## config.mk

```make
export PLATFORM = sky130hd
export DESIGN_NAME = iou_gated_match_cost_top
export DESIGN_NICKNAME = d
export VERILOG_FILES = /design/src/sv/iougm_pkg.sv /design/src/sv/iou_gated_match_cost_top.sv /design/src/sv/iougm_geom.sv /design/src/sv/iougm_div_step.sv
export VERILOG_INCLUDE_DIRS = /design/src /design/src/sv
export SDC_FILE = /design/constraint.sdc
export NUM_CORES = 2
export LEC_CHECK = 0
export ABC_AREA = 1
export BUFFER_PORTS_ARGS = -buffer_cell sky130_fd_sc_hd__buf_2
export CORE_MARGIN = 1.5
export CORE_UTILIZATION = 59
export CTS_CLUSTER_DIAMETER = 30
export CTS_CLUSTER_SIZE = 8
export DETAILED_ROUTE_END_ITERATION = 8
export GPL_ROUTABILITY_DRIVEN = 0
export PLACE_DENSITY = 0.86
export SLEW_MARGIN = 15
export SYNTH_ARGS = -nofsm -noshare
export SYNTH_HDL_FRONTEND = slang
export SYNTH_SLANG_ARGS = --single-unit
```

## constraint.sdc

```tcl
create_clock -name clk -period 12.89 [get_ports clk]
set_clock_uncertainty 0.1 [all_clocks]
set_input_delay 2.578 -clock clk [delete_from_list [all_inputs] [get_ports clk]]
set_output_delay 2.578 -clock clk [all_outputs]
set_load 0.01 [all_outputs]
```

## src/sv/iou_gated_match_cost_top_assert.svh

```systemverilog
// Assertion macros shared by the gated IoU cost block.
`ifndef IOU_GATED_MATCH_COST_TOP_ASSERT_SVH
`define IOU_GATED_MATCH_COST_TOP_ASSERT_SVH

// Implication checked in the same cycle, sampled on clk, off during reset.
`define IOUGM_ASSERT_SAME(label, ante, cons) \
  label: assert property (@(posedge clk) disable iff (rst) (ante) |-> (cons)) \
    else $error("iou cost check failed");

// Implication checked in the following cycle, sampled on clk, off during reset.
`define IOUGM_ASSERT_NEXT(label, ante, cons) \
  label: assert property (@(posedge clk) disable iff (rst) (ante) |=> (cons)) \
    else $error("iou cost check failed");

`endif

```

## src/sv/iougm_pkg.sv

```systemverilog
// Package with widths, word types and constants of the gated IoU cost block.
`default_nettype none
package iougm_pkg;

  localparam int COST_FRAC_BITS = 16;

  localparam int COORD_W   = 16;
  localparam int SIZE_W    = 15;
  localparam int FRAMES_W  = 8;
  localparam int COST_W    = 24;
  localparam int EDGE_W    = COORD_W + 1;
  localparam int AREA_W    = 2 * SIZE_W;
  localparam int SUM_W     = AREA_W + 1;
  localparam int QUO_W     = COST_FRAC_BITS + 1;

  localparam int GEOM_STAGES = 4;
  localparam int NUM_STAGES  = GEOM_STAGES + COST_FRAC_BITS + 1;

  localparam int IN_BITS     = 6 * COORD_W / 1 - 2 * COORD_W + 4 * SIZE_W + FRAMES_W;
  localparam int S_TDATA_W   = ((IN_BITS + 7) / 8) * 8;
  localparam int M_TDATA_W   = ((COST_W + 7) / 8) * 8;

  localparam logic [COST_W-1:0] COST_ONE      = COST_W'(1 << COST_FRAC_BITS);
  localparam logic [COST_W-1:0] INF_COST_INIT = {COST_W{1'b1}};

  typedef struct packed {
    logic [COORD_W-1:0]  track_left;
    logic [COORD_W-1:0]  track_top;
    logic [SIZE_W-1:0]   track_width;
    logic [SIZE_W-1:0]   track_height;
    logic [COORD_W-1:0]  det_left;
    logic [COORD_W-1:0]  det_top;
    logic [SIZE_W-1:0]   det_width;
    logic [SIZE_W-1:0]   det_height;
    logic [FRAMES_W-1:0] frames_since_update;
  } box_pair_t;

  // One word in flight through the divider.
  typedef struct packed {
    logic [SUM_W-1:0] uni;
    logic [SUM_W-1:0] rem;
    logic [QUO_W-1:0] quo;
    logic             gated;
    logic             uzero;
  } div_word_t;

endpackage
`default_nettype wire

```

## src/sv/iou_gated_match_cost_top.sv

```systemverilog
// Top level of the gated intersection-over-union match cost pipeline.
//
// Each input word on the s_axis channel carries one track box and one
// detection box (top-left corner plus size, signed Q12.4 pixels) and the
// number of frames since the track was last matched. For each input word the
// block returns one output word on m_axis holding the match cost: the
// configured infinite cost when the track missed more than one frame,
// otherwise one minus intersection over union as an unsigned fraction with
// COST_FRAC_BITS fractional bits, truncated. Two empty boxes give exactly 1.0.
// The pipeline has 4 geometry stages, one restoring divider stage per
// fractional bit and an output register: 21 register stages in all. The first
// stage loads at the edge that accepts the input word, and the word passes on
// through the geometry, divider and output stages in order to m_axis. One word
// is accepted and one delivered every cycle while the receiver keeps up.
// When the receiver stalls, words collapse into empty stages ahead of the
// output, so input is still taken until every stage is full; nothing is lost
// or repeated. Reset empties the pipeline and sets the infinite cost to its
// all-ones value. The user writes the infinite cost register through cfg_wen
// and cfg_wdata only while the block is idle; the block does not enforce it.
`default_nettype none
module iou_gated_match_cost_top (
  input  wire logic                            clk,
  input  wire logic                            rst,
  input  wire logic                            cfg_wen,
  input  wire logic [iougm_pkg::COST_W-1:0]    cfg_wdata,
  input  wire logic                            s_axis_tvalid,
  output logic                                 s_axis_tready,
  // Fields from bit 0 up: track_left, track_top, track_width, track_height,
  // det_left, det_top, det_width, det_height, frames_since_update, zero pad.
  input  wire logic [iougm_pkg::S_TDATA_W-1:0] s_axis_tdata,
  output logic                                 m_axis_tvalid,
  input  wire logic                            m_axis_tready,
  // Fields from bit 0 up: match_cost.
  output logic [iougm_pkg::M_TDATA_W-1:0]      m_axis_tdata
);
  import iougm_pkg::*;

  localparam int OUT_STG = NUM_STAGES - 1;

  logic [COST_W-1:0]     infinite_cost;
  logic [NUM_STAGES-1:0] vld;
  logic [NUM_STAGES-1:0] vld_next;
  // adv[k] is high when stage k may load: it is empty or its word moves on.
  logic [NUM_STAGES:0]   adv;
  box_pair_t             box;
  div_word_t             dw [COST_FRAC_BITS+1];
  logic [COST_W-1:0]     out_cost;
  logic                  out_gated;

  // Unpack the input word, lowest field in the lowest bits.
  always_comb begin
    box.track_left          = s_axis_tdata[15:0];
    box.track_top           = s_axis_tdata[31:16];
    box.track_width         = s_axis_tdata[46:32];
    box.track_height        = s_axis_tdata[61:47];
    box.det_left            = s_axis_tdata[77:62];
    box.det_top             = s_axis_tdata[93:78];
    box.det_width           = s_axis_tdata[108:94];
    box.det_height          = s_axis_tdata[123:109];
    box.frames_since_update = s_axis_tdata[131:124];
  end

  always_ff @(posedge clk) begin
    if (rst) begin
      infinite_cost <= INF_COST_INIT;
    end else if (cfg_wen) begin
      infinite_cost <= cfg_wdata;
    end
  end

  // Backward ready chain: a stage loads when it is free or drains forward.
  assign adv[NUM_STAGES] = m_axis_tready;
  for (genvar k = 0; k < NUM_STAGES; k++) begin : g_adv
    assign adv[k] = ~vld[k] | adv[k+1];
  end

  always_comb begin
    for (int k = 0; k < NUM_STAGES; k++) begin
      if (adv[k]) begin
        vld_next[k] = (k == 0) ? s_axis_tvalid : vld[(k == 0) ? 0 : k - 1];
      end else begin
        vld_next[k] = vld[k];
      end
    end
  end

  always_ff @(posedge clk) begin
    if (rst) begin
      vld <= '0;
    end else begin
      vld <= vld_next;
    end
  end

  iougm_geom u_geom (
    .clk (clk),
    .en  (adv[GEOM_STAGES-1:0]),
    .box (box),
    .out (dw[0])
  );

  // One quotient bit per stage.
  for (genvar i = 0; i < COST_FRAC_BITS; i++) begin : g_div
    iougm_div_step u_step (
      .clk (clk),
      .en  (adv[GEOM_STAGES+i]),
      .d   (dw[i]),
      .q   (dw[i+1])
    );
  end

  // Output register: gating and the empty-union case override the quotient.
  always_ff @(posedge clk) begin
    if (adv[OUT_STG]) begin
      out_gated <= dw[COST_FRAC_BITS].gated;
      if (dw[COST_FRAC_BITS].gated) begin
        out_cost <= infinite_cost;
      end else if (dw[COST_FRAC_BITS].uzero) begin
        out_cost <= COST_ONE;
      end else begin
        out_cost <= {{(COST_W-QUO_W){1'b0}}, dw[COST_FRAC_BITS].quo};
      end
    end
  end

  assign s_axis_tready = adv[0];
  assign m_axis_tvalid = vld[OUT_STG];
  assign m_axis_tdata  = M_TDATA_W'(out_cost);

`include "iou_gated_match_cost_top_assert.svh"

  // An ungated cost never exceeds 1.0.
  `IOUGM_ASSERT_SAME(a_cost_le_one, m_axis_tvalid && !out_gated, out_cost <= COST_ONE)
  // With the output stage empty the whole pipeline can take a word.
  `IOUGM_ASSERT_SAME(a_ready_when_drained, !m_axis_tvalid, s_axis_tready)
  // The divider remainder stays below the union.
  `IOUGM_ASSERT_SAME(a_rem_below_union,
    vld[OUT_STG-1] && !dw[COST_FRAC_BITS].uzero,
    dw[COST_FRAC_BITS].rem < dw[COST_FRAC_BITS].uni)
  // A word that leaves the last divider stage is in the output register next.
  `IOUGM_ASSERT_NEXT(a_out_fill, vld[OUT_STG-1] && adv[OUT_STG], m_axis_tvalid)

endmodule
`default_nettype wire

```

## src/sv/iougm_geom.sv

```systemverilog
// Box geometry stages: edges, clipped intersection, areas and union.
`default_nettype none
module iougm_geom (
  input  wire logic                              clk,
  input  wire logic [iougm_pkg::GEOM_STAGES-1:0] en,
  input  wire iougm_pkg::box_pair_t              box,
  output iougm_pkg::div_word_t                   out
);
  import iougm_pkg::*;

  // Stage 1: right and bottom edges, larger left and top.
  logic [EDGE_W-1:0]  tr, tb, dr, db;
  logic [COORD_W-1:0] xl, yt;
  logic [SIZE_W-1:0]  tw1, th1, dw1, dh1;
  logic               g1;

  // Stage 2: clipped intersection size and box areas.
  logic [SIZE_W-1:0]  iw, ih;
  logic [AREA_W-1:0]  at2, ad2;
  logic               g2;

  // Stage 3: intersection area and area sum.
  logic [AREA_W-1:0]  inter;
  logic [SUM_W-1:0]   asum;
  logic               g3;

  logic [EDGE_W-1:0]  rmin, bmin;
  logic [EDGE_W:0]    dx, dy;
  logic [SUM_W-1:0]   uni, num;
  logic               izero;

  always_ff @(posedge clk) begin
    if (en[0]) begin
      tr  <= {box.track_left[COORD_W-1], box.track_left} + {2'b00, box.track_width};
      tb  <= {box.track_top[COORD_W-1], box.track_top} + {2'b00, box.track_height};
      dr  <= {box.det_left[COORD_W-1], box.det_left} + {2'b00, box.det_width};
      db  <= {box.det_top[COORD_W-1], box.det_top} + {2'b00, box.det_height};
      xl  <= ($signed(box.track_left) > $signed(box.det_left)) ? box.track_left
                                                                : box.det_left;
      yt  <= ($signed(box.track_top) > $signed(box.det_top)) ? box.track_top
                                                              : box.det_top;
      tw1 <= box.track_width;
      th1 <= box.track_height;
      dw1 <= box.det_width;
      dh1 <= box.det_height;
      g1  <= (box.frames_since_update[FRAMES_W-1:1] != '0);
    end
  end

  always_comb begin
    rmin = ($signed(tr) < $signed(dr)) ? tr : dr;
    bmin = ($signed(tb) < $signed(db)) ? tb : db;
    dx   = {rmin[EDGE_W-1], rmin} - {{2{xl[COORD_W-1]}}, xl};
    dy   = {bmin[EDGE_W-1], bmin} - {{2{yt[COORD_W-1]}}, yt};
  end

  always_ff @(posedge clk) begin
    if (en[1]) begin
      // The overlap never exceeds either box size, so 15 bits hold it.
      iw  <= dx[EDGE_W] ? '0 : dx[SIZE_W-1:0];
      ih  <= dy[EDGE_W] ? '0 : dy[SIZE_W-1:0];
      at2 <= {{SIZE_W{1'b0}}, tw1} * {{SIZE_W{1'b0}}, th1};
      ad2 <= {{SIZE_W{1'b0}}, dw1} * {{SIZE_W{1'b0}}, dh1};
      g2  <= g1;
    end
  end

  always_ff @(posedge clk) begin
    if (en[2]) begin
      inter <= {{SIZE_W{1'b0}}, iw} * {{SIZE_W{1'b0}}, ih};
      asum  <= {1'b0, at2} + {1'b0, ad2};
      g3    <= g2;
    end
  end

  always_comb begin
    uni   = asum - {1'b0, inter};
    num   = asum - {inter, 1'b0};
    izero = (inter == '0);
  end

  // Stage 4: the integer quotient bit is one exactly when nothing overlaps.
  always_ff @(posedge clk) begin
    if (en[3]) begin
      out.uni   <= uni;
      out.rem   <= izero ? '0 : num;
      out.quo   <= {{COST_FRAC_BITS{1'b0}}, izero};
      out.gated <= g3;
      out.uzero <= (asum == '0);
    end
  end

endmodule
`default_nettype wire

```

## src/sv/iougm_div_step.sv

```systemverilog
// One restoring division step producing one fractional cost bit.
`default_nettype none
module iougm_div_step (
  input  wire logic                 clk,
  input  wire logic                 en,
  input  wire iougm_pkg::div_word_t d,
  output iougm_pkg::div_word_t      q
);
  import iougm_pkg::*;

  logic [SUM_W:0] r2;
  logic [SUM_W:0] diff;
  logic           ge;

  always_comb begin
    r2   = {d.rem, 1'b0};
    diff = r2 - {1'b0, d.uni};
    ge   = (r2 >= {1'b0, d.uni});
  end

  always_ff @(posedge clk) begin
    if (en) begin
      q.uni   <= d.uni;
      q.rem   <= ge ? diff[SUM_W-1:0] : r2[SUM_W-1:0];
      q.quo   <= {d.quo[QUO_W-2:0], ge};
      q.gated <= d.gated;
      q.uzero <= d.uzero;
    end
  end

endmodule
`default_nettype wire
```

# ---- After elaboration in Yosys (flattened, before gate mapping)
# Cells that the tools add are included.
# Widths: inputs -> output; s select.
dict set report classes {
  add_sub_neg 24
  n_mul 3
  n_lt_le_gt_ge 20
  muxes 21
  bitwise 42
  reduce_logical 3
}
# operator count
set op_table {}
lappend op_table {{$ge 32x31->1} 16}
lappend op_table {{$sub 31x31->31} 16}
lappend op_table {{$mux 31} 15}
lappend op_table {{$mul 15x15->30} 3}
lappend op_table {{$add 16x16->17} 4}
lappend op_table {{$mux 17} 3}
lappend op_table {{$sub 17x16->18} 2}
lappend op_table {{$lt 17x17->1} 2}
lappend op_table {{$gt 16x16->1} 2}
lappend op_table {{$mux 16} 2}
lappend op_table {{$add 30x30->31} 1}
lappend op_table {{$logic_not 31->1} 1}
lappend op_table {{$sub 31x30->31} 1}
lappend op_table {{$logic_not 30->1} 1}
lappend op_table {{$mux 24} 1}
lappend op_table {{$not 1->1} 21}
lappend op_table {{$or 1x1->1} 21}
lappend op_table {{$reduce_bool 7->1} 1}
dict set report totals {
  ff_bits 1562
  input_bits 165
  output_inout_bits 26
  elab_cells 253
}

# ---- Longest topological paths before layout
dict set report depth {
  word_depth 22
  ltp_mapped 27
  ltp_nobuf 26
}

# ---- By module
# A second synthesis with hierarchy kept.
dict set report unflattened {
  hier_cells 17708
  area_unflattened_um2 136913.8
}
# mod instances cells_each area_per_inst_um2 seq_area_each_um2
set modules_own_cells {}
lappend modules_own_cells {iougm_div_step 16 702 5333.9 2432.3}
lappend modules_own_cells {iougm_geom 1 6214 48968.2 11380.9}
lappend modules_own_cells {iou_gated_match_cost_top 1 262 2603.7 1621.6}

# ---- Least setup slack after synthesis
# Ideal clock, no wire load.
dict set report synth_path {
  path_type {input-to-output}
  from {in m_axis_tready}
  to {out s_axis_tready}
  arrival_time_ns 10.779
  t_required_ns 10.212
  slack_ns -0.567
  path_stages 12
  path_buffers 0
  path_cell_list {inv_1 nand3_2 nor2_2 nand4_2 nor2_4 nand4_4 nor2_4 nand4_4 nor2_4 nand4_4 nor2_4 nand3_2}
}
dict set report synth_between {
  elab_chain_cells 21
}
# element line
set synth_rtl {}
lappend synth_rtl {{start: declaration} iou_gated_match_cost_top.sv:32} ;# input wire logic m_axis_tready,
lappend synth_rtl {{$or 1x1->1 (2 in series)} iou_gated_match_cost_top.sv:74} ;# assign adv[k] = ~vld[k] | adv[k+1];
lappend synth_rtl {{via adv[19]} iou_gated_match_cost_top.sv:44} ;# logic [NUM_STAGES:0] adv;
lappend synth_rtl {{$or 1x1->1 (4 in series)} iou_gated_match_cost_top.sv:74}
lappend synth_rtl {{via adv[15]} iou_gated_match_cost_top.sv:44}
lappend synth_rtl {{$or 1x1->1 (4 in series)} iou_gated_match_cost_top.sv:74}
lappend synth_rtl {{via adv[11]} iou_gated_match_cost_top.sv:44}
lappend synth_rtl {{$or 1x1->1 (4 in series)} iou_gated_match_cost_top.sv:74}
lappend synth_rtl {{via adv[7]} iou_gated_match_cost_top.sv:44}
lappend synth_rtl {{$or 1x1->1 (4 in series)} iou_gated_match_cost_top.sv:74}
lappend synth_rtl {{via adv[3]} iou_gated_match_cost_top.sv:44}
lappend synth_rtl {{$or 1x1->1 (3 in series)} iou_gated_match_cost_top.sv:74}
lappend synth_rtl {{end: declaration} iou_gated_match_cost_top.sv:27} ;# output logic s_axis_tready,
# The timed path passes the listed nets, and every way through them passes these cells.

# ---- Final worst setup path
# Same ends and word-level chain as after synthesis.

==> results.md <==
- Post-CTS sizing: 0
- Drt pass-1 iters: 9
- Synth area leader: edfxtp_1
- Post-CTS Hold Fix Bufs: 0
- First-pass GRT wire length: between 400000 and 500000 um
- Post-synth EDFFs: about 1500
- Most frequent cells after synthesis: nand2_1 (2544), inv_1 (2383), edfxtp_1 (1517), ha_1 (1024), a21oi_1 (938)
- Hold Vio Cnt, Final: 0
- Fillers: between 10000 and 15000
- # H-tree levels: 5
- Minimum clock period: around 9500 ps
- Count leader, synth: nand2_1
- Fin area: 126500 um2
- DP Area: about 120000 um2
- Worst hold path type: reg2reg
- Post-synthesis cell type count: 61
- Status: complete, but fails checks
- Reg-to-reg startpoint: u_geom.tw1[5]
- Post-route DRC: 11
- Largest net degree at the start of global routing: 85
- Net Count, Synth: roughly 14000
- Flop2flop setup slack: 6180 ps
- Setup bufs post-CTS: 0
- Hold Startpoint: g_div[9].u_step.q[7]
- Slew @ Worst Pin: about 1200 ps
- Crit share post-route: 0.7390
- Clock slew at reported path FFs: 50 ps
- Syn. warnings: 0
- Via count: around 90000
- Total Wirelength: ~290000 um
- Ys flop type: edfxtp_1
- Initial DRC Count: between 9000 and 10000
- Setup crit start: m_axis_tready
- Num rows: between 150 and 200
- Dominant cells by area after synthesis: edfxtp_1 (40%), ha_1 (11%), fa_1 (9.3%)
- Yosys top cell area share: 0.4044
- Clock Sinks: roughly 1600
- Worst Hold End: g_div[10].u_step.q[8]
- Global route overflow: 0
- Worst r2r dst: u_geom.at2[27]
- Startpoint type of the worst setup path: input pin
- CTS tree: built
- Max-Cap Viols: 0
- RSZ-0062 raised after global routing: no
- Total clock buffers created by CTS: roughly 330
- Core ar.: about 190000 um2
- Die Span X: 440.0 um
- Register area share after synthesis: 0.4124
- Starting density of the core: 0.5929
- Async SR Flop Fraction: 0
- Slew HR: 0.2221
- Fin Setup TNS: 0 ps
- Port bufs: ~190
- Clock insertion delay at the later pin of the skew report: slightly below 1000 ps
- Die H: 440.0 um
- Gr usage total: 0.2988
- CTS Buffer Depth: 4
- Post-Route Utilization: 0.6657
- Worst endpoint required time: 10210 ps
- Critical Path Fanout Max: 75
- Synth Register Bits: between 1500 and 2000
- Failing checks: design-rule violations
- Die ar.: roughly 190000 um2
- Syn_area_per_cell: just over 9 um2
- IO Count: ~190
- Drt wl/cell: between 15 and 20 um
- Max-slew violations: 0
- Area Growth Syn to Fin: 12.26%
- Gate Count Post-Synth: 12250
- Worst Path Arrival: around 7000 ps
- Share of layout cells above drive strength 1: 0.06918
- Root Driver: clkbuf_16
- Post-Syn Area: around 110000 um2
- R2r worst-path depth: 26
- Vias per cell: between 5 and 6
- Kind of end point of the critical path: output port
- Hold path cells: 0
- Highest clock rate: roughly 100 MHz
- Antenna violations before repair: 4
- Final setup fails: 0
- Routed Antenna Nets: 0
- Crit path kind: in2out
- Hpwl dp: 205900 um
- Nets: roughly 14000
- Number of global-route vias before repair: 91310
-- worst max path at each step --
stage | endpoint | slack [ps] | cells past startpoint
3_3_place_gp | s_axis_tready | 3630 | 16
2_1_floorplan | s_axis_tready | 340 | 12
6_report | s_axis_tready | 3360 | 16
3_5_place_dp | s_axis_tready | 3470 | 16
4_1_cts | s_axis_tready | 3370 | 16
5_1_grt | s_axis_tready | 3030 | 16
-- metrics by stage --
stage | cells | hold WS [ps] | setup WS (ps)
after global routing | 15330 | 230.0 | 3030
after floorplan | 12250 | 300.3 | 340.4
after global placement | 14770 | 300.0 | 3633
after detailed placement | 14770 | 304.5 | 3474
final | 15330 | 219.7 | 3364
after CTS | 15330 | 227.6 | 3373
-- cells by family (layout without fill, tap and decap cells) --
group | after synthesis | after routing | share of synthesized area
AO/OA/AOI/OAI | 2180 | 2180 | 0.1092
XOR/XNOR | 555 | 555 | 0.04315
adder cells (fa/ha/maj) | 1549 | 1549 | 0.2070
buffers and inverters | 2617 | 3184 | 0.08952
flip-flops | 1562 | 1562 | 0.4124
other | 0 | 2 | 0
AND/OR/NAND/NOR | 3791 | 3791 | 0.1387
-- critical path, cell delays in order --
cell and delay [ps]:
buf_2 110, inv_1 90, nand3_2 410, nor2_2 360, nand4_4 250, nor2_4 260, nand4_4 100, buf_4 400
nor2_4 270, nand4_4 370, nor2_4 330, nand4_4 110, buf_4 380, nor2_4 310, nand3_4 220, buf_2 210
-- flip-flops by register name, indices dropped and copies added, names as in the netlist, 16 cells and up --
signal	flops
u_geom.xl	16
u_geom.tr	17
vld	21
u_geom.ad2	30
u_geom.asum	31
m_axis_tdata	24
u_geom.dr	17
u_geom.inter	30
g_div.u_step.q	1114
u_geom.yt	16
u_geom.at2	30
u_geom.db	17
u_geom.out	65
infinite_cost	24
u_geom.tb	17
-- routing by layer --
metal	GRT usage	vias up	routed length [um]
li1	-	41140	-
met1	0.3290	41800	101300
met2	0.5197	5177	141500
met3	0.05710	1596	24320
met4	0.2086	8	22780
met5	0	-	48
-- layout by cell type (no fill, tap or decap), types with 36 or more instances in the layout --
cell	netlist	layout
or2_2	53	53
o21a_1	45	45
edfxtp_1	1517	1517
fa_1	525	525
nor3_1	108	108
nand3_1	262	262
dfxtp_1	45	45
clkinv_1	1	36
buf_2	47	185
o21bai_1	45	45
a31oi_1	92	92
xnor2_1	282	282
clkinv_2	0	37
clkbuf_16	0	335
ha_1	1024	1024
xor2_1	273	272
nand4_1	97	97
clkbuf_1	126	61
nor4_1	43	42
inv_1	2383	2374
nand2_1	2544	2539
a21boi_0	41	41
a21oi_1	938	938
nor2_1	587	587
o21ai_1	166	166
a21o_1	91	91
o21ai_0	562	562
-- final cells by class --
class | count | area, um2 | share of cell area
repair buffers | 209 | 1106 | 0.008746
clock buffers | 403 | 8708 | 0.06886
flip-flops and latches | 1562 | 46450 | 0.3673
diodes | 2 | 5.005 | 0.00003958
multi-input cells | 8075 | 56180 | 0.4443
well taps | 2511 | 3142 | 0.02484
clock inverters | 163 | 1821 | 0.01440
inverters | 2409 | 9042 | 0.07150
Power is left out: the tool's default activity adds up to more than one toggle a clock period on the data nets, which glitch-free logic cannot reach.
